`src/rtl/core/bole_pkg.sv`:
```
package bole_pkg;

  localparam int REQ_W       = 3;
  localparam int VALUE_W     = 32;
  localparam int POS_W       = 8;
  localparam int STATUS_W    = 2;
  localparam int COUNT_W     = 5;
  localparam int IN_TDATA_W  = 40;
  localparam int OUT_TDATA_W = 40;
  localparam int QDEPTH      = 2;

  // request codes as they arrive on the input channel
  localparam logic [REQ_W-1:0] REQ_INS_FRONT = 3'd0;
  localparam logic [REQ_W-1:0] REQ_INS_END   = 3'd1;
  localparam logic [REQ_W-1:0] REQ_DEL_LAST  = 3'd2;
  localparam logic [REQ_W-1:0] REQ_DEL_POS   = 3'd3;
  localparam logic [REQ_W-1:0] REQ_TRAVERSE  = 3'd4;

  localparam logic [STATUS_W-1:0] ST_OK     = 2'd0;
  localparam logic [STATUS_W-1:0] ST_EMPTY  = 2'd1;
  localparam logic [STATUS_W-1:0] ST_BADPOS = 2'd2;
  localparam logic [STATUS_W-1:0] ST_FULL   = 2'd3;

  typedef enum logic [2:0] {
    OP_INS_FRONT,
    OP_INS_END,
    OP_DEL_LAST,
    OP_DEL_POS,
    OP_TRAVERSE,
    OP_NOP
  } op_t;

  typedef struct packed {
    op_t                op;
    logic [VALUE_W-1:0] value;
    logic [POS_W-1:0]   idx;
  } cmd_t;

  typedef enum logic {
    BK_IDLE,
    BK_TRAV
  } bk_state_t;

endpackage

```
`src/rtl/core/bounded_ordered_list_engine_top.sv`:
```
// channel | dir | tdata                                  | tuser        | tlast
// in_     | in  | value[31:0], position[39:32]           | req_type[2:0]| -
// out_    | out | item_value[31:0], entry_count[36:32]   | status[1:0]  | item_last
//
// a request passes an input register and a two-entry command queue, then executes
// on the cell row: insert-front shifts all cells, delete-by-position shifts those above it.
// a traverse is accepted, then emits cell 0 and rotates the row once per entry, and
// the command queue keeps filling meanwhile.
// synchronous active-low reset empties the list; cell contents are not cleared.
// back pressure on out_ holds the result register and stalls the traverse rotate.
module bounded_ordered_list_engine_top
  import bole_pkg::*;
#(
  parameter int CAPACITY   = 16,
  parameter int DATA_WIDTH = 32
) (
  input  logic                   clk,
  input  logic                   rst_n,
  input  logic                   in_tvalid,
  output logic                   in_tready,
  input  logic [IN_TDATA_W-1:0]  in_tdata,   // value[31:0], position[39:32]
  input  logic [REQ_W-1:0]       in_tuser,   // req_type[2:0]
  output logic                   out_tvalid,
  input  logic                   out_tready,
  output logic [OUT_TDATA_W-1:0] out_tdata,  // item_value[31:0], entry_count[36:32]
  output logic [STATUS_W-1:0]    out_tuser,  // status[1:0]
  output logic                   out_tlast   // item_last
);

  logic f_valid, f_ready, q_valid, q_ready;
  cmd_t f_cmd, q_cmd;

  bole_front u_front (
    .clk       (clk),
    .rst_n     (rst_n),
    .in_tvalid (in_tvalid),
    .in_tready (in_tready),
    .in_tdata  (in_tdata),
    .in_tuser  (in_tuser),
    .cmd_valid (f_valid),
    .cmd_ready (f_ready),
    .cmd       (f_cmd)
  );

  bole_cmdq u_cmdq (
    .clk        (clk),
    .rst_n      (rst_n),
    .push_valid (f_valid),
    .push_ready (f_ready),
    .push_cmd   (f_cmd),
    .pop_valid  (q_valid),
    .pop_ready  (q_ready),
    .pop_cmd    (q_cmd)
  );

  bole_back #(
    .CAPACITY   (CAPACITY),
    .DATA_WIDTH (DATA_WIDTH)
  ) u_back (
    .clk        (clk),
    .rst_n      (rst_n),
    .cmd_valid  (q_valid),
    .cmd_ready  (q_ready),
    .cmd        (q_cmd),
    .out_tvalid (out_tvalid),
    .out_tready (out_tready),
    .out_tdata  (out_tdata),
    .out_tuser  (out_tuser),
    .out_tlast  (out_tlast)
  );

endmodule

```
`src/rtl/core/bole_front.sv`:
```
module bole_front
  import bole_pkg::*;
(
  input  logic                  clk,
  input  logic                  rst_n,
  input  logic                  in_tvalid,
  output logic                  in_tready,
  input  logic [IN_TDATA_W-1:0] in_tdata,
  input  logic [REQ_W-1:0]      in_tuser,
  output logic                  cmd_valid,
  input  logic                  cmd_ready,
  output cmd_t                  cmd
);

  logic vld_r, vld_nxt;
  cmd_t cmd_r, cmd_nxt;
  logic [POS_W-1:0] pos;
  logic             take;

  assign pos       = in_tdata[VALUE_W +: POS_W];
  assign in_tready = !vld_r || cmd_ready;
  assign take      = in_tvalid && in_tready;

  always_comb begin
    cmd_nxt       = cmd_r;
    cmd_nxt.value = in_tdata[VALUE_W-1:0];
    // positions 0 and 1 both name the head
    cmd_nxt.idx   = (pos <= POS_W'(1)) ? '0 : pos - POS_W'(1);
    case (in_tuser)
      REQ_INS_FRONT: cmd_nxt.op = OP_INS_FRONT;
      REQ_INS_END:   cmd_nxt.op = OP_INS_END;
      REQ_DEL_LAST:  cmd_nxt.op = OP_DEL_LAST;
      REQ_DEL_POS:   cmd_nxt.op = OP_DEL_POS;
      REQ_TRAVERSE:  cmd_nxt.op = OP_TRAVERSE;
      default:       cmd_nxt.op = OP_NOP;
    endcase
    if (!take) cmd_nxt = cmd_r;
  end

  always_comb begin
    vld_nxt = vld_r;
    if (take)           vld_nxt = 1'b1;
    else if (cmd_ready) vld_nxt = 1'b0;
  end

  always_ff @(posedge clk) begin
    if (!rst_n) begin
      vld_r <= 1'b0;
    end else begin
      vld_r <= vld_nxt;
    end
  end

  always_ff @(posedge clk) begin
    cmd_r <= cmd_nxt;
  end

  assign cmd_valid = vld_r;
  assign cmd       = cmd_r;

endmodule

```
`src/rtl/core/bole_cmdq.sv`:
```
module bole_cmdq
  import bole_pkg::*;
(
  input  logic clk,
  input  logic rst_n,
  input  logic push_valid,
  output logic push_ready,
  input  cmd_t push_cmd,
  output logic pop_valid,
  input  logic pop_ready,
  output cmd_t pop_cmd
);

  localparam int PW = (QDEPTH > 1) ? $clog2(QDEPTH) : 1;

  cmd_t            slot_r [QDEPTH];
  logic [PW-1:0]   wr_r, wr_nxt, rd_r, rd_nxt;
  logic [PW:0]     cnt_r, cnt_nxt;
  logic            push, pop;

  assign push_ready = (cnt_r != (PW+1)'(QDEPTH));
  assign pop_valid  = (cnt_r != '0);
  assign push       = push_valid && push_ready;
  assign pop        = pop_valid && pop_ready;
  assign pop_cmd    = slot_r[rd_r];

  always_comb begin
    wr_nxt  = wr_r;
    rd_nxt  = rd_r;
    cnt_nxt = cnt_r;
    if (push) wr_nxt = (wr_r == PW'(QDEPTH - 1)) ? '0 : wr_r + PW'(1);
    if (pop)  rd_nxt = (rd_r == PW'(QDEPTH - 1)) ? '0 : rd_r + PW'(1);
    if (push && !pop)      cnt_nxt = cnt_r + (PW+1)'(1);
    else if (pop && !push) cnt_nxt = cnt_r - (PW+1)'(1);
  end

  always_ff @(posedge clk) begin
    if (!rst_n) begin
      wr_r  <= '0;
      rd_r  <= '0;
      cnt_r <= '0;
    end else begin
      wr_r  <= wr_nxt;
      rd_r  <= rd_nxt;
      cnt_r <= cnt_nxt;
    end
  end

  always_ff @(posedge clk) begin
    if (push) slot_r[wr_r] <= push_cmd;
  end

endmodule

```
`src/rtl/core/bole_back.sv`:
```
module bole_back
  import bole_pkg::*;
#(
  parameter int CAPACITY   = 16,
  parameter int DATA_WIDTH = 32
) (
  input  logic                   clk,
  input  logic                   rst_n,
  input  logic                   cmd_valid,
  output logic                   cmd_ready,
  input  cmd_t                   cmd,
  output logic                   out_tvalid,
  input  logic                   out_tready,
  output logic [OUT_TDATA_W-1:0] out_tdata,   // item_value[31:0], entry_count[36:32], zero pad
  output logic [STATUS_W-1:0]    out_tuser,   // status[1:0]
  output logic                   out_tlast
);

  localparam int CW = $clog2(CAPACITY + 1);

  logic [DATA_WIDTH-1:0] cell_r [CAPACITY];
  logic [DATA_WIDTH-1:0] cell_nxt [CAPACITY];
  logic [CW-1:0]         fill_r, fill_nxt, cnt_r, cnt_nxt;
  bk_state_t             state_r, state_nxt;

  logic                  out_free, pop, trav_step, trav_last, trav_start, load;
  logic                  full, empty;
  logic [STATUS_W-1:0]   ex_status;
  logic signed [63:0]    in64, out64;
  logic [DATA_WIDTH-1:0] wval;

  logic                  out_valid_r, out_valid_nxt;
  logic [STATUS_W-1:0]   out_status_r, out_status_nxt;
  logic [VALUE_W-1:0]    out_value_r, out_value_nxt;
  logic                  out_last_r, out_last_nxt;
  logic [COUNT_W-1:0]    out_count_r, out_count_nxt;

  assign out_free   = !out_valid_r || out_tready;
  assign full       = (fill_r == CW'(CAPACITY));
  assign empty      = (fill_r == '0);
  assign pop        = cmd_valid && cmd_ready;
  assign trav_last  = (cnt_r + CW'(1) == fill_r);
  assign trav_start = pop && (cmd.op == OP_TRAVERSE) && !empty;
  assign load       = (pop && !trav_start) || trav_step;

  assign in64  = 64'(signed'(cmd.value));
  assign wval  = in64[DATA_WIDTH-1:0];
  assign out64 = 64'(signed'(cell_r[0]));

  // list update: at most one shift of the cell row per command, or one rotate per readout step
  always_comb begin
    fill_nxt  = fill_r;
    cnt_nxt   = cnt_r;
    ex_status = ST_OK;
    for (int i = 0; i < CAPACITY; i++) cell_nxt[i] = cell_r[i];
    if (pop) begin
      case (cmd.op)
        OP_INS_FRONT: begin
          if (full) begin
            ex_status = ST_FULL;
          end else begin
            cell_nxt[0] = wval;
            for (int i = 1; i < CAPACITY; i++) cell_nxt[i] = cell_r[i-1];
            fill_nxt = fill_r + CW'(1);
          end
        end
        OP_INS_END: begin
          if (full) begin
            ex_status = ST_FULL;
          end else begin
            for (int i = 0; i < CAPACITY; i++)
              if (CW'(i) == fill_r) cell_nxt[i] = wval;
            fill_nxt = fill_r + CW'(1);
          end
        end
        OP_DEL_LAST: begin
          if (empty) ex_status = ST_EMPTY;
          else       fill_nxt  = fill_r - CW'(1);
        end
        OP_DEL_POS: begin
          if (empty) begin
            ex_status = ST_EMPTY;
          end else if (32'(cmd.idx) >= 32'(fill_r)) begin
            ex_status = ST_BADPOS;
          end else begin
            for (int i = 0; i < CAPACITY - 1; i++)
              if (32'(i) >= 32'(cmd.idx)) cell_nxt[i] = cell_r[i+1];
            fill_nxt = fill_r - CW'(1);
          end
        end
        OP_TRAVERSE: begin
          if (empty) ex_status = ST_EMPTY;
          cnt_nxt = '0;
        end
        default: ex_status = ST_OK;
      endcase
    end else if (trav_step) begin
      // rotate the live part so the list is back in order after fill_r steps
      for (int i = 0; i < CAPACITY; i++) begin
        if (CW'(i) == fill_r - CW'(1)) cell_nxt[i] = cell_r[0];
        else if (i < CAPACITY - 1)     cell_nxt[i] = cell_r[(i + 1) % CAPACITY];
      end
      cnt_nxt = trav_last ? '0 : cnt_r + CW'(1);
    end
  end

  always_comb begin
    state_nxt = state_r;
    case (state_r)
      BK_IDLE: if (trav_start) state_nxt = BK_TRAV;
      BK_TRAV: if (trav_step && trav_last) state_nxt = BK_IDLE;
      default: state_nxt = BK_IDLE;
    endcase
  end

  always_comb begin
    cmd_ready = 1'b0;
    trav_step = 1'b0;
    case (state_r)
      BK_IDLE: cmd_ready = out_free;
      BK_TRAV: trav_step = out_free;
      default: begin
        cmd_ready = 1'b0;
        trav_step = 1'b0;
      end
    endcase
  end

  always_comb begin
    out_status_nxt = out_status_r;
    out_value_nxt  = out_value_r;
    out_last_nxt   = out_last_r;
    out_count_nxt  = out_count_r;
    out_valid_nxt  = out_tready ? 1'b0 : out_valid_r;
    if (load) begin
      out_valid_nxt = 1'b1;
      if (trav_step) begin
        out_status_nxt = ST_OK;
        out_value_nxt  = out64[VALUE_W-1:0];
        out_last_nxt   = trav_last;
        out_count_nxt  = COUNT_W'(fill_r);
      end else begin
        out_status_nxt = ex_status;
        out_value_nxt  = '0;
        out_last_nxt   = 1'b1;
        out_count_nxt  = COUNT_W'(fill_nxt);
      end
    end
  end

  always_ff @(posedge clk) begin
    if (!rst_n) begin
      state_r     <= BK_IDLE;
      fill_r      <= '0;
      cnt_r       <= '0;
      out_valid_r <= 1'b0;
    end else begin
      state_r     <= state_nxt;
      fill_r      <= fill_nxt;
      cnt_r       <= cnt_nxt;
      out_valid_r <= out_valid_nxt;
    end
  end

  always_ff @(posedge clk) begin
    for (int i = 0; i < CAPACITY; i++) cell_r[i] <= cell_nxt[i];
    out_status_r <= out_status_nxt;
    out_value_r  <= out_value_nxt;
    out_last_r   <= out_last_nxt;
    out_count_r  <= out_count_nxt;
  end

  assign out_tvalid = out_valid_r;
  assign out_tuser  = out_status_r;
  assign out_tlast  = out_last_r;
  assign out_tdata  = {(OUT_TDATA_W - VALUE_W - COUNT_W)'(0), out_count_r, out_value_r};

endmodule

```
`config.mk`:
```
export PLATFORM = sky130hd
export DESIGN_NAME = bounded_ordered_list_engine_top
export DESIGN_NICKNAME = d
export VERILOG_FILES = /design/src/rtl/core/bole_pkg.sv /design/src/rtl/core/bounded_ordered_list_engine_top.sv /design/src/rtl/core/bole_front.sv /design/src/rtl/core/bole_cmdq.sv /design/src/rtl/core/bole_back.sv
export SDC_FILE = /design/constraint.sdc
export NUM_CORES = 1
export LEC_CHECK = 0
export ABC_AREA = 1
export BUFFER_PORTS_ARGS = -buffer_cell sky130_fd_sc_hd__buf_2
export CORE_ASPECT_RATIO = 1.5
export CORE_MARGIN = 2
export CORE_UTILIZATION = 48
export CTS_BUF_LIST = sky130_fd_sc_hd__clkbuf_16
export CTS_CLUSTER_DIAMETER = 150
export DETAILED_ROUTE_END_ITERATION = 16
export REMOVE_ABC_BUFFERS = 1
export SLEW_MARGIN = 10
export SYNTH_ARGS = -nofsm -noshare
export SYNTH_HDL_FRONTEND = slang
export SYNTH_HIERARCHICAL = 1
export SYNTH_SLANG_ARGS = --single-unit
```
`constraint.sdc`:
```
create_clock -name clk -period 6.45 [get_ports clk]
set_clock_uncertainty 0.05 [all_clocks]
set_input_delay 1.29 -clock clk [delete_from_list [all_inputs] [get_ports clk]]
set_output_delay 1.29 -clock clk [all_outputs]
set_load 0.005 [all_outputs]
```
### Word-level counts from Yosys, hierarchy flattened

Memories as Yosys holds them, arrays and structs flattened. A register that Yosys moved wholly into a read port is not among the register bits.
Cells that the tools add are included.

| storage, ports and cells | value |
|---|---|
| bits of input ports | 47 |
| logic and storage cells | 206 |
| output and inout port bits | 45 |
| memories kept | 2 |
| RAM bits | 598 |
| bits in registers | 100 |

| cells by class | value |
|---|---|
| reductions and logical operators | 31 |
| mux-type cells | 89 |
| order comparisons | 17 |
| add/subtract/negate cells | 8 |
| bitwise logic cells | 2 |
| equal/unequal tests | 42 |

Memories:

| name | depth | bits a word | rd ports | clocked after Yosys merged registers in | write ports | RTL line | source |
|---|---|---|---|---|---|---|---|
| u_back.cell_r | 16 | 32 | 16 | 0 | 16 | bole_back.sv:21 | `logic [DATA_WIDTH-1:0] cell_r [CAPACITY];` |
| u_cmdq.slot_r | 2 | 43 | 1 | 1 | 1 | bole_cmdq.sv:16 | `cmd_t slot_r [QDEPTH];` |

Operators by type and width:

| cell | count |
|---|---|
| $mux 512 | 4 |
| $mux 32 | 47 |
| $pmux 480 s3 | 1 |
| $mux 480 | 2 |
| $eq 4x5->1 const A | 16 |
| $pmux 32 s2 | 1 |
| $ge 4x8->1 const A | 7 |
| $mux 5 | 10 |
| $eq 3x5->1 const A | 8 |
| $ge 3x8->1 const A | 4 |
| $eq 2x5->1 const A | 4 |
| $ge 1x8->1 const A | 2 |
| $ge 2x8->1 const A | 2 |
| $mux 1 | 15 |
| $pmux 3 s5 | 1 |
| $pmux 5 s3 | 1 |
| $eq 3x2->1 const B | 4 |
| $add 5x1->5 const B | 2 |
| $eq 1x5->1 const A | 2 |
| $logic_not 5->1 | 2 |
| $mux 2 | 5 |
| $reduce_bool 2->1 | 5 |
| $logic_and 1x1->1 | 9 |
| $ge 8x5->1 | 1 |
| 19 further kinds | 34 |

### Logic depth before layout (Yosys ltp)

| logic depth | value |
|---|---|
| word-level depth | 10 |
| mapped depth | 17 |

### Cells and area by module

The synthesis kept the hierarchy.

Modules (own cells, without submodules):

| module | cells each | times used | area each (um2) | seq. area each (um2) |
|---|---|---|---|---|
| bole_back | 4186 | 1 | 34649.5 | 16816.1 |
| bole_cmdq | 171 | 1 | 3548.4 | 2682.6 |
| bole_front | 105 | 1 | 1620.3 | 1311.3 |

### Worst setup path before layout

Ideal clock, no wire load.

| path | value |
|---|---|
| path kind | input -> register |
| from | in out_tready |
| to | mem u_back.cell_r[15][0] (netlist: u_back/cell_r[1][224]) (enable) |
| data arrival time | 4.716 ns |
| cell stages on the path | 8 |
| buffers on the path | 2 |
| library setup time | 0.470 ns |
| required time | 5.930 ns |
| slack | 1.214 ns |
| cell sequence | inv_1 -> a21oi_1 -> nand2_1 -> inv_1 -> clkbuf_1 -> buf_2 -> a21oi_1 -> a211oi_1 |

RTL lines:

| what | RTL line | source |
|---|---|---|
| start, declared | bounded_ordered_list_engine_top.sv:24 | `input logic out_tready,` |
| end, declared | bole_back.sv:21 |  |

==> reports/metrics.cfg <==
[run_status]
result_of_the_run = finished clean

[placed_design]
placed_area_um2 = 40630
portBuffers = 88
gp_congestion = 0.8925
post_detailed_placement_half_perimeter_wirelength_um = 70980
dp_cells = 5275

[yosys]
register_area_share_after_synthesis_pct = 52.26
postSynth.asyncResetShare_pct = 0
yosys.cell_types.count = 46
post_synth_instance_area_um2 = 39820
post_synth_inst_count = 4462
ys_dominant_reg_cell = sky130_fd_sc_hd__edfxtp_1
synth-edff-count = 681
synth_area_per_cell_um2 = 8.924
yosys_synthesis_warning_count = 6
yosys_register_bits = 699

[worst_setup_path]
regToRegEndpoint = u_back/cell_r[0][69]
critical_path.max_fanout = 30
reg2reg_depth = 11
path_cells = mux2_4 > ha_1 > nor2_1 > nand2_1 > or2_2 > nand2_1 > nand2_1 > nand3_1 > nand2_1 > a21oi_4 > buf_4
crit_path_frequent_cell = sky130_fd_sc_hd__nand2_1
worst-path-buf-inv = 1
cp_slowest_stage_delay_ns = 0.95
timing.critical_path.arrival_ns = 4.95
endpoint = u_back/cell_r[0][69]
crit_family = simple AND/OR/NAND/NOR gates
startpoint_type = register
worst-path-stages = 11
crit_slowest_cell = sky130_fd_sc_hd__a21oi_4
setup.worst_path.class = register to register
regToRegSetupSlack_ns = 1.73
required_ns = 6.68
crit_path_end_kind = register

[die]
initial_utilization_pct = 48.37
num_rows = 129
die_height_um = 356.8
io_pins = 92
die_area_um2 = 85320
placeableCoreArea_um2 = 82320
die_width_um = 239.2

[timing]
period_minus_slack_ns = 4.720
finalHoldViolations = 0
grt_setup_unrepaired = false
fin_crit_sh_pct = 73.17
timing.fmax_mhz = 211.9
relSlewSlack_pct = 14.46
max_slew_violation_count = 0
setup_total_negative_slack_ns = 0
setup_viol_count_final = 0
worst_pin_slew_ns = 1.283

[finish]
layout.cells.most_common_list = sky130_fd_sc_hd__nand2_1, sky130_fd_sc_hd__edfxtp_1, sky130_fd_sc_hd__inv_1
diodes = 0
area_delta_synth_final_pct = 8.026
stdcell_count = 5406
finish.instance_area_um2 = 43010
fraction_of_final_layout_cells_with_drive_strength_greater_than_1_pct = 9.018
layout_commonest_cell = sky130_fd_sc_hd__nand2_1
nets = 4367
n_fill_cell = 7605
post-route-util_pct = 52.25

[power_and_ir_drop]
power-per-cell-area_nw_per_um2 = 602.4
total_leakage_power_uw = 0.01732
max-vdd-ir-drop_mv = 0.5185

[routing]
via_per_inst = 6.258
avgRoutedWirePerCell_um = 24.25
drc = 0
vias = 33832
drtAntennaViolNets = 0
routed_wl_um = 131100
drt_pass1_iterations = 8
drt_iter0_markers = 4389

[hold_path]
worstHoldPathType = register to register

[grt]
grt_first_pass_wirelength_um = 197700
via_count_of_the_first_global_routing_pass = 32354
grt-ovfl-total = 0
grt_start_max_net_pins = 277
overall_fraction_of_global_route_tracks_in_use_pct = 30.41
antenna_found_initial = 0

[clock_network]
h_tree_levels = 3
hold_bufs_inserted_after_cts = 0
clock_path_buffers = 3
clock_sink_count = 699
clk_latency_ns = 0.65
path_clk_slew_ns = 0.06
cts_tree = done
tritoncts.num_buffers = 75
cts_post_setup_buffers_inserted = 0
clock_tree.root_cell = sky130_fd_sc_hd__clkbuf_16
postCtsResizedCells = 0

[run]
cap_violations = 0

[area by class of cell]
type                            count  area, µm²  area share, %
Sequential cell                   699      20810          48.39
Inverter                          519       1966          4.570
Clock buffer                       79       1977          4.596
Multi-Input combinational cell   2860      15580          36.23
Timing Repair Buffer              149      960.9          2.234
Clock inverter                     52      402.9         0.9366
Tap cell                         1048       1311          3.048
[registers in the layout, indices dropped and copies added, names as in the netlist, named ones only]
register	count
u_front/cmd	43
u_back/cell_r	512
u_back/out_value_r	32
u_cmdq/wr_r	1
u_back/out_tuser	2
u_back/out_tvalid	1
u_back/cnt_r	5
u_cmdq/cnt_r	2
u_cmdq/rd_r	1
u_cmdq/slot_r	86
u_front/cmd_valid	1
u_back/fill_r	5
u_back/state_r	1
u_back/out_count_r	5
u_back/out_tlast	1
[synth_stat cells (all sizes together) (31+ instances only)]
cell type,n,area (µm²)
clkbuf,242,908.4
nand3,400,2012
nor2,201,954.7
a221oi,428,3749
buf,144,829.6
inv,517,1941
a21oi,95,479.2
edfxtp,681,20450
o21ai,551,2758
nand2,1035,3890
mux2,43,634.4
a22oi,31,232.7
[power by group]
| group | internal [µW] | switching (µW) | total, µW | leakage (µW) |
|---|---|---|---|---|
| registers | 8620 | 1600 | 10200 | 0.00658 |
| logic | 3700 | 7650 | 11300 | 0.00951 |
| clock network | 2450 | 1900 | 4350 | 0.00123 |
| total | 14800 | 11100 | 25900 | 0.0173 |
[worst register-to-register path, cell delays in order (launching register included)]
cell and delay (ns):
sky130_fd_sc_hd__dfxtp_4 0.79, sky130_fd_sc_hd__mux2_4 0.37, sky130_fd_sc_hd__ha_1 0.19, sky130_fd_sc_hd__nor2_1 0.11, sky130_fd_sc_hd__nand2_1 0.08, sky130_fd_sc_hd__or2_2 0.34, sky130_fd_sc_hd__nand2_1 0.20, sky130_fd_sc_hd__nand2_1 0.10
sky130_fd_sc_hd__nand3_1 0.08, sky130_fd_sc_hd__nand2_1 0.61, sky130_fd_sc_hd__a21oi_4 0.96, sky130_fd_sc_hd__buf_4 0.49
[worst min-delay path by stage]
stage / startpoint / slack (ns) / end / cells after the start
after floorplan: u_front/cmd[0] / 0.37 / u_cmdq/slot_r[0][0] / 0
after global placement: u_front/cmd[28] / 0.37 / u_cmdq/slot_r[0][28] / 0
after detailed placement: u_front/cmd[23] / 0.38 / u_cmdq/slot_r[1][23] / 0
after CTS: u_front/cmd[34] / 0.39 / u_cmdq/slot_r[0][34] / 0
after global routing: u_front/cmd[23] / 0.39 / u_cmdq/slot_r[0][23] / 0
final: u_front/cmd[23] / 0.39 / u_cmdq/slot_r[0][23] / 0
[metal layers]
metal,routed length (µm),vias to the layer above,track usage (%)
met5,0,-,0
met4,5530,0,12.75
met3,11140,344,4.224
met2,62170,1679,50.44
met1,52250,16327,40.01
li1,-,15482,-
[kinds of logic (layout without fill, tap and decap cells)]
logic type	count (synthesis)	after routing	synth area share, %
xor gates and xnor gates	8	8	0.1948
adders and majority gates	16	16	0.5028
and+or+nand+nor	1658	1658	17.56
buffers and inverters	905	799	9.257
muxes	43	43	1.593
other	1	3	0.009418
AOI/OAI and AO/OA	1132	1132	18.62
DFF	699	699	52.26
[stage by stage]
| stage | hold slack [ns] | total power (µW) | setup WS, ns |
|---|---|---|---|
| 5_1_grt | 0.3900 | 27540 | 1.517 |
| 6_report | 0.3927 | 25910 | 1.730 |
| 3_3_place_gp | 0.3725 | 21220 | 1.455 |
| 2_1_floorplan | 0.3715 | 12530 | -21.12 |
| 4_1_cts | 0.3880 | 25810 | 1.729 |
| 3_5_place_dp | 0.3806 | 21420 | 1.395 |
Note: power is estimated with default switching activity, not from simulation.
